`config.mk`:
```
export PLATFORM = sky130hd
export DESIGN_NAME = dct_ctrl
export DESIGN_NICKNAME = d
export VERILOG_FILES = /design/src/hw/rtl/dct_pkg.sv /design/src/hw/rtl/dct_ctrl.sv
export SDC_FILE = /design/constraint.sdc
export NUM_CORES = 1
export LEC_CHECK = 0
export ABC_CLOCK_PERIOD_IN_PS = 1600
export BUFFER_PORTS_ARGS = -buffer_cell sky130_fd_sc_hd__buf_4
export CAP_MARGIN = 20
export CORE_AREA = 10 10 47 49
export DETAILED_ROUTE_END_ITERATION = 7
export DIE_AREA = 0 0 57 59
export GPL_ROUTABILITY_DRIVEN = 0
export PLACE_DENSITY = 0.36
export SLEW_MARGIN = 40
export SYNTH_ARGS = -nofsm -noshare
export SYNTH_HDL_FRONTEND = slang
export SYNTH_SLANG_ARGS = --single-unit
export TNS_END_PERCENT = 5
```
`constraint.sdc`:
```
create_clock -name i_clk -period 1.6 [get_ports i_clk]
set_input_delay 0.4 -clock i_clk [delete_from_list [all_inputs] [get_ports i_clk]]
set_output_delay 0.4 -clock i_clk [all_outputs]
set_load 0.005 [all_outputs]
```
`src/hw/rtl/dct_pkg.sv`:
```
// Shared types and constants for the dyadic count tree.
package dct_pkg;

    localparam int KIND_W  = 2;
    localparam int VALUE_W = 17;
    localparam int COUNT_W = 32;

    typedef enum logic [KIND_W-1:0] {
        KIND_INSERT = 2'd0,
        KIND_DELETE = 2'd1,
        KIND_QUERY  = 2'd2
    } t_kind;

    typedef enum logic [2:0] {
        ST_CLEAR,
        ST_IDLE,
        ST_READ,
        ST_MODIFY,
        ST_DONE
    } t_state;

    // Commands from the controller to the datapath.
    typedef struct packed {
        logic clear;     // write zero at the clear address and advance it
        logic load;      // take the input beat and start a walk
        logic read;      // read the right child of the current node
        logic modify;    // update counter or sum, descend one level
        logic out_load;  // move the result into the output register
    } t_cmd;

    // Status from the datapath to the controller.
    typedef struct packed {
        logic clear_last;  // clear pass writes its last entry this cycle
        logic skip;        // incoming beat needs no walk
        logic walk_end;    // this modify step is the last of the walk
        logic out_busy;    // output register holds a beat that is not taken
    } t_sts;

endpackage

```
`src/hw/rtl/dct_ctrl.sv`:
```
// Controller state machine for the dyadic count tree.
module dct_ctrl (
    input  logic          i_clk,
    input  logic          i_rst_n,
    input  logic          i_in_valid,
    output logic          o_in_ready,
    input  dct_pkg::t_sts i_sts,
    output dct_pkg::t_cmd o_cmd
);

    dct_pkg::t_state r_state;
    dct_pkg::t_state n_state;

    always_ff @(posedge i_clk) begin
        if (!i_rst_n) begin
            r_state <= dct_pkg::ST_CLEAR;
        end else begin
            r_state <= n_state;
        end
    end

    always_comb begin
        n_state    = r_state;
        o_cmd      = '0;
        o_in_ready = 1'b0;
        case (r_state)
            dct_pkg::ST_CLEAR: begin
                o_cmd.clear = 1'b1;
                if (i_sts.clear_last) begin
                    n_state = dct_pkg::ST_IDLE;
                end
            end
            dct_pkg::ST_IDLE: begin
                o_in_ready = 1'b1;
                if (i_in_valid) begin
                    o_cmd.load = 1'b1;
                    n_state = i_sts.skip ? dct_pkg::ST_DONE : dct_pkg::ST_READ;
                end
            end
            dct_pkg::ST_READ: begin
                o_cmd.read = 1'b1;
                n_state = dct_pkg::ST_MODIFY;
            end
            dct_pkg::ST_MODIFY: begin
                o_cmd.modify = 1'b1;
                n_state = i_sts.walk_end ? dct_pkg::ST_DONE : dct_pkg::ST_READ;
            end
            dct_pkg::ST_DONE: begin
                if (!i_sts.out_busy) begin
                    o_cmd.out_load = 1'b1;
                    n_state = dct_pkg::ST_IDLE;
                end
            end
            default: begin
                n_state = dct_pkg::ST_IDLE;
            end
        endcase
    end

endmodule

```
==> metrics.log <==
INFO  metric drt.antenna.violating_nets = 0
INFO  metric numClockSinks = 3
INFO  metric hp-class = input port to register
INFO  metric adder_cell_area_share_of_the_yosys_netlist = 0%
INFO  metric switching_power = ~70 µW
INFO  metric dieArea = between 3000 and 4000 µm²
INFO  metric clkLatencyLatePin = about 0.23 ns
INFO  metric grtUsageMet2 = ~3.9%
INFO  metric muxShareOfSynthArea = 0%
INFO  metric ys_ff_latch = 3
INFO  metric synth-seq-area-share = 30.6%
INFO  metric max_freq = between 600 and 700 MHz
INFO  metric gr-max-usage-layer = met1
INFO  metric final_net_count = between 40 and 50
INFO  metric diodes = 0
INFO  metric cts_post_setup_buffers_inserted = 0
INFO  metric global_route.usage.total = roughly 4.1%
INFO  metric syn-num-nets = 30
INFO  metric final.hold.worst_slack = 0.438 ns
INFO  metric clk_transition_reported_paths = approximately 0.040 ns
INFO  metric grt_setup_unrepaired = yes
INFO  metric hold_viol = 0
INFO  metric min_period_over_period = around 95%
INFO  metric largest-register = r_state
INFO  metric starting_density_of_the_core = about 14%
INFO  metric grt_use_met3 = 4.08%
INFO  metric num_rows = 14
INFO  metric synth_xor_xnor_area_share = 0%
INFO  metric seq_power_share = approximately a third
INFO  metric synth_top_family_by_area = simple AND/OR/NAND/NOR gates
INFO  metric status = complete, no violations
INFO  metric setup_total_negative_slack = 0 ns
INFO  metric synth_compound_gate_area_share = 14.0%
INFO  metric pint = roughly 210 µW
INFO  metric synthToLayoutAreaGrowth = 71.3%
INFO  metric dieWidth = ~57 µm
INFO  metric cts-htree-levels = 1
INFO  metric clock_path_buffers = 2
INFO  metric cts_inserted_buffers = 3
INFO  metric worst_endpoint_data_arrival_time = 1.12 ns
INFO  metric max-cap-violations = 0
INFO  metric cts_root_buf = sky130_fd_sc_hd__clkbuf_4
INFO  metric seq_area = about 63 µm²
INFO  metric avgRoutedWirePerCell = between 10 and 15 µm
INFO  metric multiInputGateArea = between 100 and 150 µm²
INFO  metric power_density = between 800 and 900 nW/µm²
INFO  metric postSynthAreaPerCell = 8.54 µm²
INFO  metric worst_setup_path_start_kind = register
INFO  metric tightestPinTransition = 0.320 ns
INFO  metric layout_top_registers = r_state x3
INFO  metric share_clk_of_total_power = 46.2%
INFO  metric numPortBuffers = 12
INFO  metric avgViaCountPerCell = 4.17
INFO  metric ir_worst_vdd = 0.000293 V
INFO  metric grt_max_degree = 12
INFO  metric grt_antenna_before_repair = 0
INFO  metric final_critical_period = between 1.5 and 2 ns
INFO  metric netSwitchingFraction = around 25%
INFO  metric grt_pass1_vias = about 210
INFO  metric grt.met1_usage = under 10%
INFO  metric worst_slew_margin = between 70 and 80%
INFO  metric syn-cell-area = a little under 200 µm²
INFO  metric wire_length_of_the_first_global_routing_pass = around 990 µm
INFO  metric report.final.setup_viol = 0
INFO  metric layout-drive-gt1-share = about half
INFO  metric synthSimpleGateAreaFrac = between 40% and 50%
INFO  metric cellLeakagePower = approximately 0.00014 µW
INFO  metric pwr-share-comb = roughly a fifth
INFO  metric synth.top_cells.by_area = sky130_fd_sc_hd__dfxtp_1, sky130_fd_sc_hd__nor4bb_2, sky130_fd_sc_hd__nand3_1
INFO  metric synth.yosys.warnings = 0
INFO  metric worst-path-max-fanout = 8
INFO  metric floorplan.core_area = about 1400 µm²
INFO  metric cts_hold_repair.buffers = 0
INFO  metric drt_pass1_iterations = 4
INFO  metric synth_top_area_share = between 30% and 40%
INFO  metric dr_total_vias = between 200 and 250
INFO  metric floorplan.die.height = around 59 µm
INFO  metric critical_path_required = 1.20 ns
INFO  metric post-route-drc-count = 0
INFO  metric syn-instance-count = 23
INFO  metric timing.critical_path.to_type = output port
INFO  metric initialDrtViolationCount = 11
INFO  metric synth_cell_type_count = 19
INFO  metric tritoncts = done
INFO  metric max_reg_flops = 3
INFO  metric routed_wl = around 620 µm
INFO  metric worst_clock_skew = roughly 0.000045 ns
INFO  metric io_pins = 13
INFO  metric total_power = between 200 and 300 µW
INFO  metric remaining_overflow_grt = 0
INFO  metric fill_cells = around 170
INFO  metric timing.final.max_slew_violations = 0
INFO  metric synth_top_area_cell = sky130_fd_sc_hd__dfxtp_1
INFO  metric setup.worst_path.class = register to output port
[placed cells by master, fill, tap and decap left out, types with 2 or more instances in the layout]
cell type	synthesis	final
sky130_fd_sc_hd__nor2_1	2	2
sky130_fd_sc_hd__nand3_1	2	2
sky130_fd_sc_hd__dfxtp_2	0	2
sky130_fd_sc_hd__buf_4	1	12
sky130_fd_sc_hd__clkbuf_4	0	3
[final cells by class]
cell class	count	area share [%]
multi-input cells	18	39.8
repair buffers	12	26.8
flip-flops and latches	3	18.6
well taps	16	5.95
clock buffers	4	7.81
inverters	1	1.12
[cells in the mapped netlist]
cell type	count
sky130_fd_sc_hd__nor2_1	2
sky130_fd_sc_hd__nand2_1	1
sky130_fd_sc_hd__nor3_1	1
sky130_fd_sc_hd__dfxtp_1	3
sky130_fd_sc_hd__a31oi_1	1
sky130_fd_sc_hd__inv_1	1
sky130_fd_sc_hd__a21boi_1	1
sky130_fd_sc_hd__and4_1	1
sky130_fd_sc_hd__o21ai_0	1
sky130_fd_sc_hd__nand3_1	2
sky130_fd_sc_hd__nor4bb_2	1
sky130_fd_sc_hd__or4_1	1
sky130_fd_sc_hd__nor4bb_1	1
sky130_fd_sc_hd__buf_4	1
sky130_fd_sc_hd__and2_1	1
sky130_fd_sc_hd__nor2b_2	1
sky130_fd_sc_hd__nor2b_1	1
sky130_fd_sc_hd__nor3b_1	1
sky130_fd_sc_hd__a32oi_1	1
[logic make-up after synthesis]
kind of cell | Yosys count
AOI/OAI and AO/OA | 4
buffers and inverters | 2
DFF | 3
and+or+nand+nor | 14
[worst paths after layout]
path | startpoint | to | slack [ns] | cells past startpoint
worst min register to register | r_state[0] | r_state[1] | 0.58 | 2
worst max-delay path | r_state[2] | o_cmd[1] | 0.08 | 3
worst min-delay path | i_rst_n | r_state[0] | 0.44 | 2
worst max register to register | r_state[2] | r_state[0] | 0.41 | 2
[repair_timing]
| action | 4_1_cts | 5_1_grt |
|---|---|---|
| hold endpoints to repair | 0 | 0 |
| endpoints found under the setup margin | 0 | 4 |
| resized for setup | 0 | 3 |
[worst max-delay path, stage by stage (launching register included)]
cell and delay (ns):
sky130_fd_sc_hd__dfxtp_1 0.50, sky130_fd_sc_hd__nor2b_2 0.10, sky130_fd_sc_hd__and2_1 0.17, sky130_fd_sc_hd__buf_4 0.13
[power by group through the flow]
stage | registers, µW | clock network, µW | logic [µW]
2_1_floorplan | 87.3 | 0 | 30.0
3_3_place_gp | 92.3 | 0 | 59.2
3_5_place_dp | 91.7 | 0 | 59.2
4_1_cts | 90.5 | 139 | 59.4
5_1_grt | 94.8 | 145 | 68.3
6_report | 92.6 | 132 | 60.9
[routing by layer]
| layer | vias up | wire length (µm) |
|---|---|---|
| met5 | - | 0 |
| met3 | 0 | 102 |
| met2 | 13 | 216 |
| met4 | 0 | 0 |
| li1 | 118 | - |
| met1 | 94 | 302 |
[through the flow]
step           cell area (µm²)  util [%]  std cells  setup slack (ns)
2_1_floorplan              196         -         23             0.427
3_3_place_gp               299      21.3         50             0.222
3_5_place_dp               299      21.3         50             0.217
4_1_cts                    325      23.2         54            0.0361
5_1_grt                    337      24.0         54           -0.0100
6_report                   337      24.0         54            0.0781
Note: power is estimated with default switching activity, not from simulation.
